==> src/rtl/atrp_pkg.sv <==
// shared types, constants and helper functions for the accelerometer tilt block
`default_nettype none
package atrp_pkg;

    localparam int CORDIC_STEPS = 16;
    localparam int TABLE_LEN    = 24;
    localparam int NSTEPS       = (CORDIC_STEPS < TABLE_LEN) ? CORDIC_STEPS : TABLE_LEN;

    localparam int VEC_W  = 36;
    localparam int ANG_W  = 28;
    localparam int SIDE_W = 28;
    localparam int RES_W  = 18;
    localparam int ANG_SHIFT = 12;

    localparam logic [29:0] INV_GAIN_Q30 = 30'd652032875;
    localparam logic signed [ANG_W-1:0] ROLL_BASE_Q = 28'sd73728000;
    localparam logic signed [RES_W-1:0] ROLL_LIM  = 18'sd18000;
    localparam logic signed [RES_W-1:0] PITCH_LIM = 18'sd9000;

    typedef logic signed [VEC_W-1:0]  t_vec;
    typedef logic signed [ANG_W-1:0]  t_ang;
    typedef logic        [SIDE_W-1:0] t_side;
    typedef logic signed [RES_W-1:0]  t_res;

    typedef enum logic [1:0] {
        BASE_NONE = 2'b00,
        BASE_POS  = 2'b01,
        BASE_NEG  = 2'b10
    } t_base;

    typedef struct packed {
        logic signed [15:0]      ax;
        logic signed [ANG_W-1:0] roll;
    } t_gside;

    function automatic t_ang atan_val(input int idx);
        t_ang v;
        case (idx)
            0:  v = 28'sd18432000;
            1:  v = 28'sd10881045;
            2:  v = 28'sd5749245;
            3:  v = 28'sd2918407;
            4:  v = 28'sd1464867;
            5:  v = 28'sd733147;
            6:  v = 28'sd366663;
            7:  v = 28'sd183343;
            8:  v = 28'sd91673;
            9:  v = 28'sd45837;
            10: v = 28'sd22918;
            11: v = 28'sd11459;
            12: v = 28'sd5730;
            13: v = 28'sd2865;
            14: v = 28'sd1432;
            15: v = 28'sd716;
            16: v = 28'sd358;
            17: v = 28'sd179;
            18: v = 28'sd90;
            19: v = 28'sd45;
            20: v = 28'sd22;
            21: v = 28'sd11;
            22: v = 28'sd6;
            23: v = 28'sd3;
            default: v = '0;
        endcase
        return v;
    endfunction

    function automatic t_res round_clamp(input t_ang a, input t_res lim);
        logic signed [ANG_W:0] mag;
        logic signed [ANG_W:0] q;
        logic signed [ANG_W:0] w;
        t_res r;
        mag = a[ANG_W-1] ? -(29'(a)) : 29'(a);
        q = (mag + 29'sd2048) >>> ANG_SHIFT;
        w = a[ANG_W-1] ? -q : q;
        r = w[RES_W-1:0];
        if (r > lim) begin
            r = lim;
        end
        if (r < -lim) begin
            r = -lim;
        end
        return r;
    endfunction

endpackage
`default_nettype wire

==> src/rtl/atrp_gain.sv <==
// two stage gain compensation multiply of the cordic magnitude
`default_nettype none
module atrp_gain import atrp_pkg::*; (
    input  wire logic   i_clk,
    input  wire logic   i_rst_n,
    input  wire logic   i_en,
    input  wire logic   i_valid,
    input  wire t_vec   i_x,
    input  wire t_gside i_side,
    output logic        o_valid,
    output t_vec        o_mag,
    output t_gside      o_side
);

    logic        r_v1;
    logic        r_v2;
    logic [46:0] r_ph;
    logic [46:0] r_pl;
    t_gside      r_s1;
    t_gside      r_s2;
    t_vec        r_mag;
    logic [64:0] n_sum;

    always_ff @(posedge i_clk) begin
        if (!i_rst_n) begin
            r_v1 <= 1'b0;
            r_v2 <= 1'b0;
        end else if (i_en) begin
            r_v1 <= i_valid;
            r_v2 <= r_v1;
        end
    end

    assign n_sum = {1'b0, r_ph, 17'b0} + {18'b0, r_pl};

    always_ff @(posedge i_clk) begin
        if (i_en) begin
            r_ph  <= 47'(i_x[33:17]) * 47'(INV_GAIN_Q30);
            r_pl  <= 47'(i_x[16:0]) * 47'(INV_GAIN_Q30);
            r_s1  <= i_side;
            r_mag <= {1'b0, n_sum[64:30]};
            r_s2  <= r_s1;
        end
    end

    assign o_valid = r_v2;
    assign o_mag   = r_mag;
    assign o_side  = r_s2;

endmodule
`default_nettype wire

==> config.mk <==
export PLATFORM = sky130hd
export DESIGN_NAME = atrp_gain
export DESIGN_NICKNAME = d
export VERILOG_FILES = /design/src/rtl/atrp_pkg.sv /design/src/rtl/atrp_gain.sv
export SDC_FILE = /design/constraint.sdc
export NUM_CORES = 1
export LEC_CHECK = 0
export BUFFER_PORTS_ARGS = -buffer_cell sky130_fd_sc_hd__buf_2
export CAP_MARGIN = 20
export CORE_MARGIN = 3
export CORE_UTILIZATION = 40
export DETAILED_ROUTE_END_ITERATION = 10
export PLACE_DENSITY = 0.64
export RECOVER_POWER = 25
export SYNTH_ARGS = -nofsm -noshare
export SYNTH_HDL_FRONTEND = slang
export SYNTH_SLANG_ARGS = --single-unit
==> constraint.sdc <==
create_clock -name i_clk -period 8.25 [get_ports i_clk]
set_input_delay 1.65 -clock i_clk [delete_from_list [all_inputs] [get_ports i_clk]]
set_output_delay 1.65 -clock i_clk [all_outputs]
set_load 0.05 [all_outputs]
==> run metrics, run 1 <==
clock sinks 202; CTS tree done; pin count of the biggest net entering global routing 126; fin crit share 93.3%; post-synthesis instance total 2184; WL/cell 19.2 µm; Antenna Violating Nets Remaining 0; r2r endpoint o_mag[34]; H-tree depth 1; Clock Latency Late Sink 0.54 ns; Ports 165; Least-Margin Pin Slew 6.33 ns; asr flop ratio synth 0%; layout cells sized above 1 10.8%; most frequent cells in the layout 626 x inv_1, 403 x fa_1, 364 x ha_1; Clock Tree Root clkbuf_16; Synth Register Bits 202; # Post-CTS Setup Buffers 0; Clk pin slew, worst setup/hold paths 0.06 ns; crit path kind input port to flip-flop; Critical-path top delay cell fa_1; first-pass GRT wire length 96.2 mm; DRC 0; Antenna diodes 0; Highest Clock Rate 130 MHz; Rows 90; crit path DAT 7.97 ns; Max-slew headroom -322%; crit path capture type flip-flop; total of max-cap violations 1; hold depth 0; kind of launch point of the worst setup path input port; Via Count 15800; Yosys top cell by area fa_1; minimum clock period 7.70 ns; syn avg cell area 11.4 µm²; drt pass-1 iters 5; placed cell area 27000 µm²; R2R setup slack 4.79 ns; # setup viols final 0; Post-Syn Nets 3035; Max Slew Vio Count 126; Hold Buf Count CTS 0; core area 60900 µm²; violated checks capacitance limit, slew limit; Starting Density 40.8%; crit-path leading delay family adder cells; Crit Path Max Fanout 6; Worst Path Buf+Inv 6; Hold EP o_side[35]; Total Wirelength 62.2 mm; initial drt markers 849; clk buf depth 3; cell area after layout 27700 µm²; top-area cell type share of the netlist area 32.5%; EDFF count, synth 200; vias in the first global route 17000; CP required 8.52 ns; GR Util All Layers 19.6%; dpl hpwl 54.7 mm; Die H 255 µm; CP most frequent cell fa_1; cell depth of the worst setup path 24; Seq/Total Area, Yosys 24.3%; HP Start r_s1[35]; Die ar. 65200 µm²; CTS Buf Count 24; area grow syn2layout 11.5%; Setup Skew 0.0268 ns; r2r startpoint r_ph[12]; # port buffers 161; total number of yosys warnings 0; Min-Delay Path Class flip-flop to flip-flop; post_cts resized 0; status finished with violations; Final Wtd Congestion 0.959; GR Overflow Total 0; setup TNS 0 ns; die width 255 µm; Synth area leaders fa_1 32%, edfxtp_1 24%, ha_1 18%, inv_1 9.5%, xnor2_1 2.1%; library cells used by synthesis 61; Worst path max stage delay 0.58 ns; nets 3248; commonest non-fill, non-tap cell in the layout inv_1; RSZ-0062 raised after global routing no; Top FF cell, synth edfxtp_1; Via-to-Cell Ratio 4.88; initial antenna violation count 1; Fin. Hold Viols 0; r2r worst-path depth 10; Cell Area, Synth 24900 µm²; crit-path cells buf_2 -> inv_1 -> ha_1 -> inv_1 -> fa_1 -> fa_1 -> inv_1 -> fa_1 -> fa_1 -> fa_1 -> inv_1 -> ha_1 -> nand2_1 -> a2111oi_0 -> buf_4 -> a41oi_1 -> o211ai_1 -> nand2_1 -> o211ai_1 -> a311oi_1 -> nor2b_1 -> o21ai_1 -> nand2b_1 -> xnor2_1
area by class of cell:
| type | count | area (µm²) |
|---|---|---|
| flip-flops and latches | 202 | 6050 |
| repair buffers | 202 | 1100 |
| clock inverters | 17 | 175 |
| inverters | 626 | 2350 |
| multi-input cells | 1341 | 16400 |
| fillers | 5630 | 33200 |
| clock buffers | 26 | 608 |
| well taps | 828 | 1040 |
worst reg2reg max path, delay by kind of cell, from the launching register on:
family	cells	cell delay [ns]
compound gates	6	1.75
simple gates	3	0.70
flops	1	0.41
fa+ha+maj	1	0.38
registers in the layout, indices dropped and copies added (netlist names):
signal and cells:
o_mag 35, o_side 44, r_v1 1, o_valid 1
r_pl 30, r_s1 44, r_ph 47
cells in the mapped netlist (15+ instances only):
| cell type | instances |
|---|---|
| ha_1 | 364 |
| nor2_1 | 34 |
| a21o_1 | 57 |
| nand2_1 | 57 |
| fa_1 | 403 |
| xor2_1 | 44 |
| o21ai_0 | 36 |
| nand4_1 | 15 |
| edfxtp_1 | 200 |
| a21oi_1 | 79 |
| inv_1 | 626 |
| nand3_1 | 26 |
| xnor2_1 | 61 |
kinds of logic after synthesis:
kind of cell    count (synthesis)  synth area share, %
fa+ha+maj                     767                 50.8
flops                         202                 24.3
xor+xnor                      105                 3.70
simple gates                  199                 4.01
compound gates                267                 7.39
other cells                     1               0.0151
mux                             2               0.0805
buf+inv                       641                 9.70
worst max-delay path by stage:
stage / end / start / slack, ns
after floorplan: r_pl[39] / i_x[2] / 0.88
after global placement: r_pl[46] / i_x[6] / 0.22
after detailed placement: r_pl[46] / i_x[6] / 0.08
after CTS: r_pl[46] / i_x[6] / 0.60
after global routing: r_pl[46] / i_x[6] / 0.29
final: r_pl[46] / i_x[6] / 0.55
layer usage:
layer,track usage (%),share of wire (%),up-vias
li1,-,-,7401
met1,27.7,46,7944
met2,31.8,45,421
met3,3.47,6.8,58
met4,3.83,2.0,0
met5,0,0,-
through the flow:
stage | instances | hold slack, ns | utilization, % | setup WS, ns
2_1_floorplan | 2184 | 0.400 | - | 0.877
3_3_place_gp | 3199 | 0.401 | 44.2 | 0.217
3_5_place_dp | 3199 | 0.405 | 44.2 | 0.0834
4_1_cts | 3242 | 0.401 | 45.5 | 0.601
5_1_grt | 3242 | 0.412 | 45.5 | 0.291
6_report | 3242 | 0.405 | 45.5 | 0.551
Power of run 1 is left out: the tool's default activity adds up to more than one toggle a clock period on the data nets, which glitch-free logic cannot reach.
==> run 2: changes to the inputs <==
Settings changed: ABC_AREA set to 1, CAP_MARGIN 20 to 10, PLACE_DENSITY 0.64 to 0.63.
==> run 2 against run 1 <==
The flow still finishes with violations (capacitance limit, slew limit). Die area grew 12%. Core utilization shrank 1.1 points. First-iteration DRC count rose by 67%. Critical path type unchanged.
==> run metrics, run 2 <==
EDFF count, synth 200; RSZ-0062 raised after global routing no; Setup Skew 0.0181 ns; Starting Density 40.6%; Ports 165; Critical-path top delay cell clkdlybuf4s25_1; DRC 0; CTS Buf Count 21; max FFs per register 47; placed cell area 30000 µm²; layout cells sized above 1 7.45%; Max Slew Vio Count 124; M2 GR Usage 36.7%; Clock Latency Late Sink 0.51 ns; commonest non-fill, non-tap cell in the layout inv_1; vias in the first global route 21400; asr flop ratio synth 0%; die width 270 µm; Via-to-Cell Ratio 4.87; setup TNS 0 ns; # port buffers 161; total of max-cap violations 1; total number of yosys warnings 0; Top FF cell, synth edfxtp_1; GR Util All Layers 20.7%; FF/Latch Area 6050 µm²; Finished Core Util 44.4%; WL/cell 17.8 µm; H-tree depth 1; # setup viols final 0; Clk pin slew, worst setup/hold paths 0.06 ns; Clock Tree Root clkbuf_16; cell area after layout 30600 µm²; kind of launch point of the worst setup path input port; Worst path max stage delay 3.97 ns; Antenna Violating Nets Remaining 0; Yosys top cell by area fa_1; Worst Path Buf+Inv 2; crit-path cells clkdlybuf4s25_1 -> buf_4; Final Wtd Congestion 0.967; CTS tree done; violated checks capacitance limit, slew limit; initial drt markers 1417; Seq/Total Area, Yosys 21.6%; crit path DAT 6.90 ns; crit path kind input port to flip-flop; GR met3 Demand/Resource 2.03%; footprint of the multi-input gates 18900 µm²; initial antenna violation count 1; met1 usage 27.3%; library cells used by synthesis 42; Rows 96; drt pass-1 iters 5; most frequent cell after synthesis inv_1; area grow syn2layout 9.32%; clock sinks 202; Crit Path Max Fanout 123; minimum clock period 6.78 ns; GR peak layer met2; crit path capture type flip-flop; Synth Register Bits 202; nets 4152; Highest Clock Rate 148 MHz; syn avg cell area 8.98 µm²; Die ar. 73200 µm²; CP required 8.37 ns; pin count of the biggest net entering global routing 124; Synth area leaders fa_1 29%, edfxtp_1 21%, ha_1 16%, inv_1 11%, nand2_1 7.3%; Die H 270 µm; Layout fillers 6897; Total Wirelength 75.7 mm; Biggest register r_ph; first-pass GRT wire length 118 mm; status finished with violations; Fin. Hold Viols 0; Cell Area, Synth 28000 µm²; fin crit share 82.2%; Min-Delay Path Class flip-flop to flip-flop; Post-Syn Nets 3968; most frequent cells in the layout 807 x inv_1, 546 x nand2_1, 403 x fa_1; post_cts resized 0; Least-Margin Pin Slew 5.47 ns; Max-slew headroom -265%; clk buf depth 3; # Post-CTS Setup Buffers 0; R2R setup slack 5.80 ns; core area 68900 µm²; crit-path leading delay family buffers and inverters; Hold Buf Count CTS 0; Via Count 20700; top-area cell type share of the netlist area 28.8%; dpl hpwl 67.3 mm; top post-synthesis cells by count 807 x inv_1, 545 x nand2_1, 403 x fa_1; post-synthesis instance total 3117; hold slack 0.415 ns; GR Overflow Total 0
## run 2: cell count changes in the layout (fill, tap and decap cells not counted), sizes merged, moves of 9 or more
cell,previous run,this run
a21o,57,7
a21oi,79,166
buf,196,160
inv,628,816
nand2,57,550
nand2b,10,1
nand3,26,99
nand4,15,38
nor2,34,224
nor2b,14,0
nor3,10,26
o21ai,50,111
xnor2,61,16
## run 2: through the flow
step | std cells | setup WS [ns]
6_report | 4248 | 1.47
5_1_grt | 4248 | 0.779
4_1_cts | 4247 | 1.63
3_5_place_dp | 4209 | 1.10
3_3_place_gp | 4209 | 1.12
2_1_floorplan | 3117 | 2.04
## run 2: kinds of logic after synthesis
kind of cell | Yosys count | share of synthesized area, %
AND/OR/NAND/NOR | 956 | 14.4
buffers and inverters | 816 | 11.0
adder cells (fa/ha/maj) | 767 | 45.1
AO/OA/AOI/OAI | 313 | 5.99
flip-flops | 202 | 21.6
XOR/XNOR | 62 | 1.94
other | 1 | 0.0134
## run 2: final timing paths
check / to / depth (start not counted) / startpoint
max: r_pl[42] / 2 / i_en
min: o_side[42] / 0 / r_s1[42]
max reg2reg: o_mag[5] / 8 / r_ph[3]
min reg2reg: o_side[42] / 0 / r_s1[42]
## run 2: metal layers
metal | up-vias | wire length (µm)
li1 | 10100 | -
met1 | 9920 | 32700
met2 | 561 | 37300
met3 | 108 | 3410
met4 | 0 | 2250
met5 | - | 0
## run 2: cell type report
| cell class | instances | share of cell area, % |
|---|---|---|
| multi-input combinational | 2099 | 61.6 |
| sequential | 202 | 19.8 |
| inverter | 815 | 10.0 |
| tap | 931 | 3.81 |
| timing repair buffer | 162 | 2.67 |
| clock buffer | 27 | 1.89 |
| clock inverter | 11 | 0.209 |
| antenna | 1 | 0.00818 |
Power of run 2 is left out for the same reason.
==> run 3: changes to the inputs <==
Settings changed: ABC_AREA 1 to 0, PLACE_DENSITY 0.63 to 0.66.
Clock period 8.25 ns to 6.2 ns, I/O delays scaled along.
==> run 3 against run 2 <==
The run ends with capacitance limit, slew limit, setup timing left. First-iteration DRC count fell by 41%. Core utilization grew 8.4 points. Critical path depth grew 22. Final cell count fell by 14%. Routed wire length down 12%. Largest cell class unchanged. Highest routed layer unchanged.
==> run metrics, run 3 (same netlist as run 1, synthesis figures left out) <==
Antenna diodes 0; minimum clock period 6.59 ns; # setup viols final 29; Hold EP o_side[42]; WL/cell 18.1 µm; violated checks capacitance limit, slew limit, setup timing; critical path startpoint i_x[5]; die width 255 µm; Finished Core Util 52.8%; clock sinks 202; Least-Margin Pin Slew 3.26 ns; Setup Skew 0.00902 ns; area grow syn2layout 29.4%; r2r startpoint r_ph[12]; Via-to-Cell Ratio 4.75; clk buf depth 3; Min-Delay Path Class flip-flop to flip-flop; Total Wirelength 66.4 mm; HP Start r_s1[42]; status finished with violations; Clock Tree Root clkbuf_16; Via Count 17400; CTS Buf Count 23; Fin. Hold Viols 0; fin crit share 106%; Clock Latency Late Sink 0.52 ns; Clk pin slew, worst setup/hold paths 0.06 ns; RSZ-0062 raised after global routing yes; Crit Path Max Fanout 2; core area 60900 µm²; nets 3683; vias in the first global route 19000; first-pass GRT wire length 103 mm; pin count of the biggest net entering global routing 138; hold depth 0; Antenna Violating Nets Remaining 0; Layout fillers 5310; DRC 0; most frequent cells in the layout 586 x inv_1, 452 x buf_4, 371 x fa_1; initial antenna violation count 0; # port buffers 161; Die ar. 65200 µm²; kind of launch point of the worst setup path input port; H-tree depth 1; crit path kind input port to flip-flop; initial drt markers 830; commonest non-fill, non-tap cell in the layout inv_1; dpl hpwl 58.4 mm; drt pass-1 iters 5; CP required 6.47 ns; Max-slew headroom -117%; final setup margin -0.393 ns; crit path DAT 6.86 ns; Final Wtd Congestion 0.965; GR Util All Layers 20.5%; total of max-cap violations 1; Max Slew Vio Count 138; CTS tree done; Die H 255 µm; Starting Density 40.8%; crit path capture type flip-flop; layout cells sized above 1 30.7%; GR Overflow Total 0; Ports 165; setup TNS -4.62 ns; R2R setup slack 2.68 ns; Highest Clock Rate 152 MHz; max FFs per register 47; Biggest register r_ph; r2r worst-path depth 10; r2r endpoint o_mag[34]; Rows 90
## run 3: metal layers
layer	part of all wire [%]	track usage (%)	vias to the layer above
li1	-	-	8272
met3	4.8	2.91	62
met1	47	28.9	8741
met2	47	34.3	361
met5	0	0	-
met4	1.6	3.36	0
## run 3: worst max-delay path by stage
| stage | endpoint | slack, ns |
|---|---|---|
| after floorplan | r_ph[46] | -0.48 |
| after global placement | r_pl[46] | -1.07 |
| after detailed placement | r_pl[46] | -1.16 |
| after CTS | r_pl[46] | -0.40 |
| after global routing | r_pl[46] | -0.52 |
| final | r_pl[45] | -0.39 |
## run 3: area by class of cell
class	count	area (µm²)	share of cell area (%)
Sequential cell	202	6050	18.8
Inverter	626	2380	7.39
Timing Repair Buffer	638	4620	14.4
Tap cell	828	1040	3.22
Multi-Input combinational cell	1341	17400	54.1
Clock inverter	13	118	0.366
Clock buffer	23	576	1.79
## run 3: repair_timing
action / CTS / global route
setup buffers: 27 / 32
hold buffers: 0 / 0
cloned: 0 / 0
gates resized for setup: 117 / 116
pin swaps: 73 / 95
setup endpoints to repair: 31 / 41
## run 3: worst max-delay path, cell delays in order
cell	delay (ns)
buf_12	0.11
fa_1	0.55
inv_1	0.06
fa_1	0.51
inv_1	0.06
fa_1	0.51
inv_2	0.04
fa_1	0.56
inv_1	0.07
fa_1	0.47
fa_2	0.59
ha_4	0.21
a21o_1	0.16
a21o_1	0.21
buf_6	0.13
nor2_4	0.06
o211ai_1	0.17
nand2_2	0.18
o211ai_1	0.11
buf_4	0.20
a311oi_4	0.23
nor2b_2	0.08
buf_4	0.13
o31a_1	0.22
## run 3: metrics by stage
| stage | instances | setup WS, ns | hold WS (ns) | instance area, µm² |
|---|---|---|---|---|
| 3_5_place_dp | 3583 | -1.16 | 0.405 | 30200 |
| 5_1_grt | 3671 | -0.520 | 0.415 | 32200 |
| 4_1_cts | 3644 | -0.395 | 0.398 | 31600 |
| 2_1_floorplan | 2184 | -0.477 | 0.400 | 25200 |
| 6_report | 3671 | -0.393 | 0.407 | 32200 |
| 3_3_place_gp | 3583 | -1.07 | 0.401 | 30200 |
Power of run 3 is left out for the same reason.
